**src/rtl/tks_pkg.sv**
```systemverilog
// tks_pkg: shared widths, sizes and codes for the kahn topological sort core
// no dependencies
package tks_pkg;

  localparam int MAX_NODES = 64;
  localparam int MAX_EDGES = 256;
  localparam int NODE_W = $clog2(MAX_NODES);
  localparam int EDGE_W = $clog2(MAX_EDGES);
  localparam int FILL_W = EDGE_W + 1;
  localparam int CNT_W = EDGE_W + 1;
  localparam int ID_W = 7;
  localparam int QPTR_W = NODE_W + 1;
  localparam int PADDR_W = 3;
  localparam int PDATA_W = 32;

  localparam logic [ID_W-1:0] MAX_NODES_ID = ID_W'(MAX_NODES);

  typedef enum logic {
    ACT_ADD_EDGE = 1'b0,
    ACT_SORT     = 1'b1
  } action_t;

  typedef enum logic {
    REG_NODE_COUNT = 1'b0
  } reg_index_t;

endpackage

```
**src/rtl/tks_apb_regs.sv**
```systemverilog
// tks_apb_regs: apb register port holding node_count, with clamped node total
// depends on tks_pkg
module tks_apb_regs (
  input  logic                        clk,
  input  logic                        rst,
  input  logic                        psel,
  input  logic                        penable,
  input  logic                        pwrite,
  input  logic [tks_pkg::PADDR_W-1:0] paddr,
  input  logic [tks_pkg::PDATA_W-1:0] pwdata,
  output logic [tks_pkg::PDATA_W-1:0] prdata,
  output logic                        pready,
  output logic [tks_pkg::ID_W-1:0]    node_total
);

  logic [tks_pkg::ID_W-1:0] node_count;
  logic                     sel_node_count;

  assign pready = 1'b1;
  assign sel_node_count = (paddr[2] == tks_pkg::REG_NODE_COUNT);

  always_ff @(posedge clk) begin
    if (rst) begin
      node_count <= tks_pkg::ID_W'(1);
    end else if (psel && penable && pwrite && sel_node_count) begin
      node_count <= pwdata[tks_pkg::ID_W-1:0];
    end
  end

  assign prdata = sel_node_count ?
                  {{(tks_pkg::PDATA_W-tks_pkg::ID_W){1'b0}}, node_count} : '0;

  assign node_total = (node_count > tks_pkg::MAX_NODES_ID) ? tks_pkg::MAX_NODES_ID
                                                          : node_count;

endmodule

```
**config.mk**
```make
export PLATFORM = sky130hd
export DESIGN_NAME = tks_apb_regs
export DESIGN_NICKNAME = d
export VERILOG_FILES = /design/src/rtl/tks_pkg.sv /design/src/rtl/tks_apb_regs.sv
export SDC_FILE = /design/constraint.sdc
export NUM_CORES = 1
export LEC_CHECK = 0
export BUFFER_PORTS_ARGS = -buffer_cell sky130_fd_sc_hd__buf_4
export CAP_MARGIN = 20
export CORE_ASPECT_RATIO = 1.1
export CORE_MARGIN = 3
export CORE_UTILIZATION = 31
export CTS_CLUSTER_DIAMETER = 60
export CTS_CLUSTER_SIZE = 14
export DETAILED_ROUTE_END_ITERATION = 6
export PLACE_DENSITY_LB_ADDON = 0.25
export SYNTH_ARGS = -nofsm -noshare
export SYNTH_HDL_FRONTEND = slang
export SYNTH_SLANG_ARGS = --single-unit
```
**constraint.sdc**
```tcl
create_clock -name clk -period 1.15 [get_ports clk]
set_input_delay 0.2875 -clock clk [delete_from_list [all_inputs] [get_ports clk]]
set_output_delay 0.2875 -clock clk [all_outputs]
set_load 0.005 [all_outputs]
```
Word-level counts from Yosys, hierarchy flattened
Cells that the tools add are included.
{ "totals": {"elab_cells": 8, "reg_bits": 7} }
{ "op_classes": {"bitwise_logic": 1, "mux": 2, "n_reduce_logical": 3, "n_lt_le_gt_ge": 1} }
{ "op_table": {"columns": ["op", "n"], "rows": [
  ["$mux 7", 2],
  ["$gt 7x7->1 const B", 1],
  ["$logic_and 1x1->1", 3],
  ["$not 1->1", 1]
]} }

Longest topological paths before layout
Gate-level depths: netlist (run 1).
{ "logic_depth": {"ltp_word": 3, "ltp_mapped": 3, "ltp_nobuf": 2} }

Least setup slack after synthesis (run 1)
No wires, ideal clock.
{ "synth_timing": {"kind": "input-to-reg", "start": "input port paddr[2] (netlist bit)", "end": "register node_count[0] (netlist bit)", "required_ns": 1.078, "arrival_ns": 0.816, "n_path_buf": 1, "cell_stages": 3, "slack_ns": 0.262, "path_cell_list": "and4b_1 > buf_6 > mux2i_1"} }
{ "synth_between": {"elab_chain_cells": 2} }
{ "synth_lines": {"columns": ["item", "line_no", "rtl"], "rows": [
  ["start: declaration", "tks_apb_regs.sv:9", "input logic [tks_pkg::PADDR_W-1:0] paddr,"],
  ["$not 1->1", "tks_apb_regs.sv:20", "assign sel_node_count = (paddr[2] == tks_pkg::REG_NODE_COUNT);"],
  ["$logic_and 1x1->1", "tks_apb_regs.sv:25", "end else if (psel && penable && pwrite && sel_node_count) begin"],
  ["end signal: assignment", "tks_apb_regs.sv:24", "node_count <= tks_pkg::ID_W'(1);"],
  ["end signal: assignment", "tks_apb_regs.sv:26", "node_count <= pwdata[tks_pkg::ID_W-1:0];"],
  ["end: declaration", "tks_apb_regs.sv:16", "logic [tks_pkg::ID_W-1:0] node_count;"]
]} }
No other way between the ends.
A chain may end at the register's enable or synchronous reset.

Final worst setup path (run 1)
{ "layout_timing": {"start": "register node_count[6] (netlist bit)", "end": "output port node_total[4] (netlist bit)"} }
{ "layout_between": {"elab_chain_cells": 2} }
{ "layout_lines": {"columns": ["item", "line_no", "rtl"], "rows": [
  ["$gt 7x7->1", "tks_apb_regs.sv:33", "assign node_total = (node_count > tks_pkg::MAX_NODES_ID) ? tks_pkg::MAX_NODES_ID"],
  ["$mux 7", "tks_apb_regs.sv:33", null],
  ["end: declaration", "tks_apb_regs.sv:13", "output logic [tks_pkg::ID_W-1:0] node_total"]
]} }
No other way between the ends.

==> summary.md, run 1 <==
| Metric | Value |
|---|---|
| CTS tree | built |
| Clock Tree Buf Depth | 2 |
| Seq pwr share | 0.425 |
| Worst Skew | 0 ps |
| Biggest register | node_count |
| Clock Power Share | 0.369 |
| Fin crit share | 1.063 |
| Startpoint types | flip-flop |
| Final core occ | 0.4586 |
| Synth Cell Area | roughly 620 um^2 |
| Final net count | 143 |
| Chip Height | ~53 um |
| WS Path Type | flip-flop to output port |
| Status | complete, but fails checks |
| DRC | 0 |
| R2r setup slk | roughly 440 ps |
| Filler Cells Inserted | slightly above 200 |
| RSZ-0062 raised after global routing | true |
| Diode count | 0 |
| Hold Path Class | input port to flip-flop |
| GP Congestion | between 0.6 and 0.7 |
| Pre-CTS setup slack | between 30 and 40 ps |
| CTS Buf Count | 3 |
| Ports | 80 |
| Vias in the first global route | roughly 380 |
| Failing checks | negative setup slack |
| Required time of the critical path | 860 ps |
| Pint | ~450 uW |
| Post-synth EDFFs | 0 |
| Initial cell density of the core | 0.3383 |
| Gr usage total | 0.08648 |
| Regs by FF count | node_count x7 |
| Flops & latches, synth | 7 |
| Comb pwr share | 0.205 |
| DR pass1 iterations | 2 |
| Register area share after synthesis | 0.2249 |
| Async SR Flop Fraction | 0 |
| Critical Path Start | node_count[6] |
| Num rows | 16 |
| Slew Limit Fails | 0 |
| Yosys cell types | 11 |
| Synthesis Warnings | 0 |
| Via density | approximately 3.5 |
| Synth top area share | 0.3133 |
| Root Buffer | clkbuf_4 |
| Core region area | about 1800 um^2 |
| Die area | 2584 um^2 |
| Static leakage | 0.0004282 uW |
| Top cells by count, synth | 26 x buf_4, 12 x nand2b_1, 7 x and2b_2, 7 x dfxtp_1, 7 x mux2i_1 |
| IO Port Bufs | 26 |
| Most common cell in the netlist | buf_4 |
| Most used flip-flop cell after synthesis | dfxtp_1 |
| Final Worst Setup Slack | -72.52 ps |
| Min-Delay Startpoint | pwdata[0] |
| Layout cell share with drive strength beyond 1 | 0.4804 |
| Worst VDD drop | ~390 uV |
| Min cycle time layout | roughly 1200 ps |
| Power per cell area | 704.2 nW/um^2 |
| H-tree depth | 1 |
| Max Cap Violations | 0 |
| DR WL/cell | just over 9 um |
| Multi-input gate area | 364.1 um^2 |
| Initial antenna violation count | 0 |
| Largest net degree at the start of global routing | 15 |
| Area leader, netlist | buf_4 |
| Die width | ~50 um |
| Mean Syn Cell Area | around 8.5 um^2 |
| Max reg flops | 7 |
| Gate Count Post-Synth | between 70 and 80 |
| Switching share of power | 0.2409 |
| First-pass GRT wire length | about 1.7 mm |
| Worst-path clk slew | approximately 50 ps |
| Starting DRT DRC Count | 3 |
| Final WL | approximately 1.2 mm |
| Antenna Nets Post-Route | 0 |
| Net switching power figure | between 100 and 150 uW |
| Layout area overhead | 35.54% |
| Grt ovf | 0 |
| Reg2Reg Launch Point | node_count[6] |
| CP endpoint kind | output port |
| Vias | 457 |
| Post-detail-place hpwl | around 930 um |
| Sequential cell area | approximately 150 um^2 |
| Fmax | a little over 800 MHz |
| Hold Buf Count CTS | 0 |
| Synth top area cells | buf_4 31%, dfxtp_1 22%, nand2b_1 12% |
| Clk_lat worst skew | 240 ps |
| Arrival time at the worst endpoint | between 900 and 1000 ps |
| Clock sink count | 7 |
| Critical-path maximum fanout | 4 |
| Hold Violations, Final | 0 |
| Setup violations, final | 9 |
## critical path, cell delays in order (launching register included)
cell and delay [ps]:
dfxtp_2 340, buf_6 130, nor2b_1 110, buf_4 120
## logic make-up after synthesis
logic type,synth area share
buf+inv,0.3434
simple gates,0.3072
mux,0.1125
flops,0.2249
other cells,0.01205
## area by class of cell
| class | count | area share |
|---|---|---|
| tap | 27 | 0.04000 |
| multi-input combinational | 61 | 0.4311 |
| sequential | 7 | 0.1763 |
| timing repair buffer | 30 | 0.3215 |
| clock buffer | 4 | 0.03111 |
## power by group through the flow
stage / registers (uW) / clock network, uW / logic (uW)
floorplan: 256 / 0 / 121
global placement: 257 / 0 / 114
detailed placement: 257 / 0 / 115
CTS: 253 / 235 / 121
global route: 253 / 248 / 136
finish: 253 / 220 / 122
## through the flow
| step | instances | area (um^2) | setup TNS, ps | total power (uW) | hold WS [ps] |
|---|---|---|---|---|---|
| floorplan | 97 | 713.2 | 0 | 377.2 | 442.2 |
| global placement | 124 | 763.2 | 0 | 370.9 | 466.3 |
| detailed placement | 124 | 763.2 | 0 | 371.7 | 474.7 |
| CTS | 129 | 839.6 | -564.8 | 608.6 | 285.6 |
| global route | 129 | 844.6 | -823.8 | 637.3 | 295.7 |
| finish | 129 | 844.6 | -335.7 | 594.7 | 301.9 |
## per-layer routing
metal / global-route usage / vias to the layer above / wire length (um)
li1: - / 230 / -
met1: 0.1030 / 193 / 490
met2: 0.1335 / 34 / 529
met3: 0.04507 / 0 / 152
met4: 0.02844 / 0 / 0
met5: 0 / - / 0
## path summary, 6_finish.rpt
kind / endpoint / cells after the start
setup reg to reg: node_count[6] / 3
hold reg to reg: node_count[2] / 2
hold / removal: node_count[0] / 3
setup / recovery: node_total[4] / 3
## repair_timing
item | in CTS | in global routing
endpoints found under the hold margin | 0 | 0
endpoints found under the setup margin | 13 | 12
buffers inserted | 1 | 0
gates resized for setup | 16 | 2
## placed cells by master (no fill, tap or decap)
master	count
buf_12	1
and2b_2	7
nand2b_1	12
and4b_1	1
conb_1	26
clkbuf_4	3
nor2b_2	2
buf_4	20
dfxtp_2	7
nor2b_1	4
mux2i_1	7
nor2_1	2
buf_6	9
clkbuf_1	1
Note: power is estimated with default switching activity, not from simulation.
==> run 2, diff against run 1 <==
--- a/config.mk
+++ b/config.mk
@@ -14,6 +14,7 @@
 export CTS_CLUSTER_SIZE = 14
 export DETAILED_ROUTE_END_ITERATION = 6
 export PLACE_DENSITY_LB_ADDON = 0.25
+export REMOVE_ABC_BUFFERS = 1
 export SYNTH_ARGS = -nofsm -noshare
 export SYNTH_HDL_FRONTEND = slang
 export SYNTH_SLANG_ARGS = --single-unit
==> summary.md, run 2 (synthesis gave the netlist of run 1 again) <==
| Metric | Value |
|---|---|
| Status | complete, but fails checks (unchanged) |
| Failing checks | negative setup slack (unchanged) |
| Vias | 459 (was 457) |
| Fmax | 820.5 MHz (was 818.0 MHz) |
| Filler Cells Inserted | 205 (was 202) |
| Fin crit share | 1.060 (was 1.063) |
| DR pass1 iterations | 3 (was 2) |
| H-tree depth | 1 (unchanged) |
| Largest net degree at the start of global routing | 15 (unchanged) |
| Via density | 3.614 (was 3.543) |
| Static leakage | 0.0004175 uW (was 0.0004282 uW) |
| Final instance area | 819.5 um^2 (was 844.6 um^2) |
| Initial antenna violation count | 0 (unchanged) |
| GP Congestion | 0.6357 (was 0.6235) |
| Diode count | 0 (unchanged) |
| Required time of the critical path | 860 ps (about the same) |
| Gr usage total | 0.08825 (was 0.08648) |
| Min cycle time layout | 1219 ps (was 1223 ps) |
| DR WL/cell | 8.945 um (was 9.085 um) |
| Worst-path clk slew | 50 ps (about the same) |
| Hold Path Class | input port to flip-flop (unchanged) |
| Initial cell density of the core | 0.3383 (unchanged) |
| Core region area | 1842 um^2 (unchanged) |
| Critical-path maximum fanout | 9 (was 4) |
| Grt ovf | 0 (unchanged) |
| Seq pwr share | 0.425 (about the same) |
| Crit path buf inv count | 1 (was 2) |
| Multi-input gate area | 359.1 um^2 (was 364.1 um^2) |
| Tot Pwr | 594.0 uW (was 594.7 uW) |
| Startpoint types | flip-flop (unchanged) |
| Net switching power figure | 147.3 uW (was 143.3 uW) |
| Chip Height | 53.02 um (unchanged) |
| Antenna Nets Post-Route | 0 (unchanged) |
| Layout area overhead | 31.53% (was 35.54%) |
| Clock Tree Buf Depth | 2 (unchanged) |
| Worst path cell trace | and2b_2, buf_6 (was buf_6, nor2b_1, buf_4) |
| CP top delay family | flip-flops (unchanged) |
| Commonest non-fill, non-tap cell in the layout | conb_1 (unchanged) |
| Num rows | 16 (unchanged) |
| Clock sink count | 7 (unchanged) |
| Setup violations, final | 7 (was 9) |
| DP Area | 748.2 um^2 (was 763.2 um^2) |
| Max reg flops | 7 (unchanged) |
| Final net count | 141 (was 143) |
| Starting DRT DRC Count | 1 (was 3) |
| DRC | 0 (unchanged) |
| Clock Power Share | 0.378 (was 0.369) |
| Clk_lat worst skew | 250 ps (was 240 ps) |
| Root Buffer | clkbuf_4 (unchanged) |
| Pre-CTS setup slack | 17.93 ps (was 35.99 ps) |
| Worst VDD drop | 336.3 uV (was 385.1 uV) |
| Final WL | 1.136 mm (was 1.172 mm) |
| Worst Skew | 0 ps (unchanged) |
| Slowest CP cell | dfxtp_4 (was dfxtp_2) |
| Hold Violations, Final | 0 (unchanged) |
| Arrival time at the worst endpoint | 930 ps (was 940 ps) |
| RSZ-0062 raised after global routing | true (unchanged) |
| WS Path Type | flip-flop to output port (unchanged) |
| Layout cell share with drive strength beyond 1 | 0.4500 (was 0.4804) |
| First-pass GRT wire length | 1.635 mm (was 1.656 mm) |
| TNS Setup | -115.4 ps (was -335.7 ps) |
| CP endpoint kind | output port (unchanged) |
| IO Port Bufs | 26 (unchanged) |
| Comb pwr share | 0.197 (was 0.205) |
| CTS Buf Count | 3 (unchanged) |
| Vias in the first global route | 383 (was 375) |
| Ports | 80 (unchanged) |
| Power per cell area | 724.8 nW/um^2 (was 704.2 nW/um^2) |
| Final Worst Setup Slack | -68.71 ps (was -72.52 ps) |
| Biggest register | node_count (unchanged) |
| Max Cap Violations | 0 (unchanged) |
| Die area | 2584 um^2 (unchanged) |
| Die width | 48.75 um (unchanged) |
| Post-detail-place hpwl | 918.8 um (was 925.9 um) |
| Slew Limit Fails | 0 (unchanged) |
| CTS tree | built (unchanged) |
| Sequential cell area | 151.4 um^2 (was 148.9 um^2) |
| Pint | 446.7 uW (was 451.4 uW) |
| Switching share of power | 0.2480 (was 0.2409) |
| Regs by FF count | node_count x7 (unchanged) |
| Most frequent cells in the layout | 26 x conb_1, 20 x buf_4, 12 x nand2b_1 (unchanged) |
| Crit path largest cell delay | 370 ps (was 340 ps) |
| Hold Buf Count CTS | 0 (unchanged) |
[run 2: changes by cell type in the layout (fill, tap and decap cells not counted)]
cell | before | now
buf_6 | 9 | 7
dfxtp_2 | 7 | 6
dfxtp_4 | 0 | 1
nor2b_1 | 4 | 6
nor2b_2 | 2 | 0
[run 2: worst paths after layout]
path,from,end,slack [ps],depth (start not counted)
worst min-delay path,pwdata[2],node_count[2],300,3
worst max register to register,node_count[5],node_count[5],490,3
worst min register to register,node_count[2],node_count[2],470,2
worst max-delay path,node_count[6],prdata[6],-70,2
[run 2: metrics by stage]
stage	hold WS, ps	instances	util
2_1_floorplan	442.2	68	-
3_3_place_gp	465.5	122	0.4063
3_5_place_dp	475.5	122	0.4063
4_1_cts	289.9	127	0.4450
5_1_grt	293.2	127	0.4450
6_report	297.0	127	0.4450
[run 2: final cells by class]
class,instances,area share
clock buffers,4,0.03206
well taps,27,0.04122
repair buffers,28,0.3038
flip-flops and latches,7,0.1847
multi-input cells,61,0.4382
[run 2: worst min-delay path, cell delays in order]
cell      delay, ps
buf_4           110
nand2b_1         60
mux2i_1          60
[run 2: layer usage]
layer / vias up / wire (um) / global-route usage
met3: 2 / 164 / 0.03944
met5: - / 0 / 0
met1: 194 / 452 / 0.1029
met4: 0 / 15 / 0.08531
li1: 225 / - / -
met2: 38 / 503 / 0.1176
[run 2: power by group through the flow]
stage                     Clock [uW]  Sequential, uW  Combinational (uW)
final                            225             252                 117
after floorplan                    0             257                51.1
after global routing             248             253                 131
after CTS                        235             252                 117
after global placement             0             258                 110
after detailed placement           0             258                 111
[run 2: repair_timing]
| action | 4_1_cts | 5_1_grt |
|---|---|---|
| setup buffers | 1 | 0 |
| resized for setup | 15 | 0 |
| setup endpoints to repair | 14 | 13 |
| pin swaps | 0 | 0 |
==> run 3, diff against run 2 <==
--- a/config.mk
+++ b/config.mk
@@ -7,9 +7,8 @@
 export LEC_CHECK = 0
 export BUFFER_PORTS_ARGS = -buffer_cell sky130_fd_sc_hd__buf_4
 export CAP_MARGIN = 20
-export CORE_ASPECT_RATIO = 1.1
 export CORE_MARGIN = 3
-export CORE_UTILIZATION = 31
+export CORE_UTILIZATION = 33
 export CTS_CLUSTER_DIAMETER = 60
 export CTS_CLUSTER_SIZE = 14
 export DETAILED_ROUTE_END_ITERATION = 6
==> constraint.sdc (replaced) <==
create_clock -name clk -period 1.5 [get_ports clk]
set_input_delay 0.375 -clock clk [delete_from_list [all_inputs] [get_ports clk]]
set_output_delay 0.375 -clock clk [all_outputs]
set_load 0.1 [all_outputs]
==> summary.md, run 3 (synthesis gave the netlist of run 1 again) <==
| Metric | Value |
|---|---|
| Hold Violations, Final | 0 (unchanged) |
| RSZ-0062 raised after global routing | false (was true) |
| Max reg flops | 7 (unchanged) |
| Filler Cells Inserted | 193 (was 205) |
| Startpoint types | flip-flop (unchanged) |
| DR WL/cell | 9.194 um (was 8.945 um) |
| H-tree depth | 1 (unchanged) |
| Worst-path clk slew | 50 ps (about the same) |
| Clock Tree Buf Depth | 2 (unchanged) |
| Starting DRT DRC Count | 10 (was 1) |
| Gr usage total | 0.09418 (was 0.08825) |
| Via density | 3.629 (was 3.614) |
| IO Port Bufs | 26 (unchanged) |
| Final cell count without fillers | 124 (was 127) |
| Vias in the first global route | 380 (was 383) |
| Biggest register | node_count (unchanged) |
| CTS Buf Count | 3 (unchanged) |
| Final core occ | 0.4401 (was 0.4450) |
| Num rows | 15 (was 16) |
| Hold Buf Count CTS | 0 (unchanged) |
| Worst VDD drop | 404.3 uV (was 336.3 uV) |
| Final WL | 1.140 mm (was 1.136 mm) |
| Layout cell share with drive strength beyond 1 | 0.3838 (was 0.4500) |
| Vias | 450 (was 459) |
| Root Buffer | clkbuf_4 (unchanged) |
| Initial cell density of the core | 0.3570 (was 0.3383) |
| Fmax | 692.8 MHz |
| Static leakage | 0.0004028 uW (was 0.0004175 uW) |
| Die area | 2446 um^2 (was 2584 um^2) |
| Hold Path Class | input port to flip-flop (unchanged) |
| Ports | 80 (unchanged) |
| Min cycle time layout | about 1400 ps |
| WS Path Type | flip-flop to output port (unchanged) |
| Clock sink count | 7 (unchanged) |
| Largest net degree at the start of global routing | 15 (unchanged) |
| First-pass GRT wire length | 1.738 mm (was 1.635 mm) |
| Regs by FF count | node_count x7 (unchanged) |
| CTS tree | built (unchanged) |
| Inst Count DP | 120 (was 122) |
| Worst Skew | 0 ps (unchanged) |
| Max Cap Violations | 0 (unchanged) |
| Final net count | 140 (was 141) |
| Grt ovf | 0 (unchanged) |
| Status | completed (was complete, but fails checks) |
| Core region area | 1745 um^2 (was 1842 um^2) |
| Chip Height | 49.46 um (was 53.02 um) |
| Post-detail-place hpwl | 937.3 um (was 918.8 um) |
| Setup violations, final | 0 (was 7) |
| GP Congestion | 0.6445 (was 0.6357) |
| Commonest non-fill, non-tap cell in the layout | conb_1 (unchanged) |
| Power per cell area | 1009 nW/um^2 (was 724.8 nW/um^2) |
| Antenna Nets Post-Route | 0 (unchanged) |
| Initial antenna violation count | 0 (unchanged) |
| Final Worst Setup Slack | 56.56 ps (was -68.71 ps) |
| Slew Limit Fails | 0 (unchanged) |
| DR pass1 iterations | 4 (was 3) |
| Fin crit share | 0.9623 |
| Die width | 49.46 um (was 48.75 um) |
| Layout area overhead | 23.29% (was 31.53%) |
| CP endpoint kind | output port (unchanged) |
| Required time of the critical path | 1120 ps (was 860 ps) |
| DRC | 0 (unchanged) |
| Critical-path maximum fanout | 9 (unchanged) |
| Arrival time at the worst endpoint | 1070 ps (was 930 ps) |
| Diode count | 0 (unchanged) |
| Most frequent cells in the layout | 26 x conb_1, 25 x buf_4, 12 x nand2b_1 (was 26 x conb_1, 20 x buf_4, 12 x nand2b_1) |
| Final hold slack | 387.0 ps (was 297.0 ps) |
| Clk_lat worst skew | 240 ps (was 250 ps) |
| Pre-CTS setup slack | 122.1 ps (was 17.93 ps) |
run 3: final timing paths:
check	from	to	slack [ps]	depth (start not counted)
worst max register to register	node_count[6]	node_count[6]	830	2
worst min-delay path	pwdata[0]	node_count[0]	390	3
worst min register to register	node_count[2]	node_count[2]	480	2
worst max-delay path	node_count[6]	prdata[6]	60	2
run 3: per-stage QoR:
step | cell area [um^2] | TNS [ps] | total power [uW]
finish | 768.2 | 0 | 775.0
global route | 768.2 | 0 | 805.8
CTS | 764.5 | 0 | 780.6
detailed placement | 733.2 | 0 | 609.0
global placement | 733.2 | 0 | 607.0
floorplan | 499.2 | -6922 | 562.6
run 3: report_power, final:
part	switching, uW	total (uW)	internal [uW]	leakage, uW
sequential	3.69	194	190	0.0000572
combinational	364	412	48.1	0.000331
clock	67.3	169	101	0.0000150
run 3: worst max-delay path: stages, from the launching register on:
cell and delay, ps:
dfxtp_2 420, and2b_2 180, buf_6 220
run 3: area by class of cell:
cell class / count / area, um^2 / area share
flip-flops and latches: 7 / 141.4 / 0.1840
clock buffers: 4 / 26.28 / 0.03420
well taps: 25 / 31.28 / 0.04072
multi-input cells: 61 / 359.1 / 0.4674
repair buffers: 27 / 210.2 / 0.2736
run 3: timing repair:
item,in CTS,in global routing
gates cloned,0,0
endpoints found under the hold margin,0,0
setup endpoints to repair,3,1
setup buffers,0,0
resized for setup,2,1
run 3: per-layer routing:
metal  vias up  GRT usage  share of wire  wire length, um
met5         -          0              0                0
met2        30     0.1451           0.48              552
li1        222          -              -                -
met3         0    0.03021           0.10              117
met4         0    0.05530              0                0
met1       198     0.1140           0.41              471
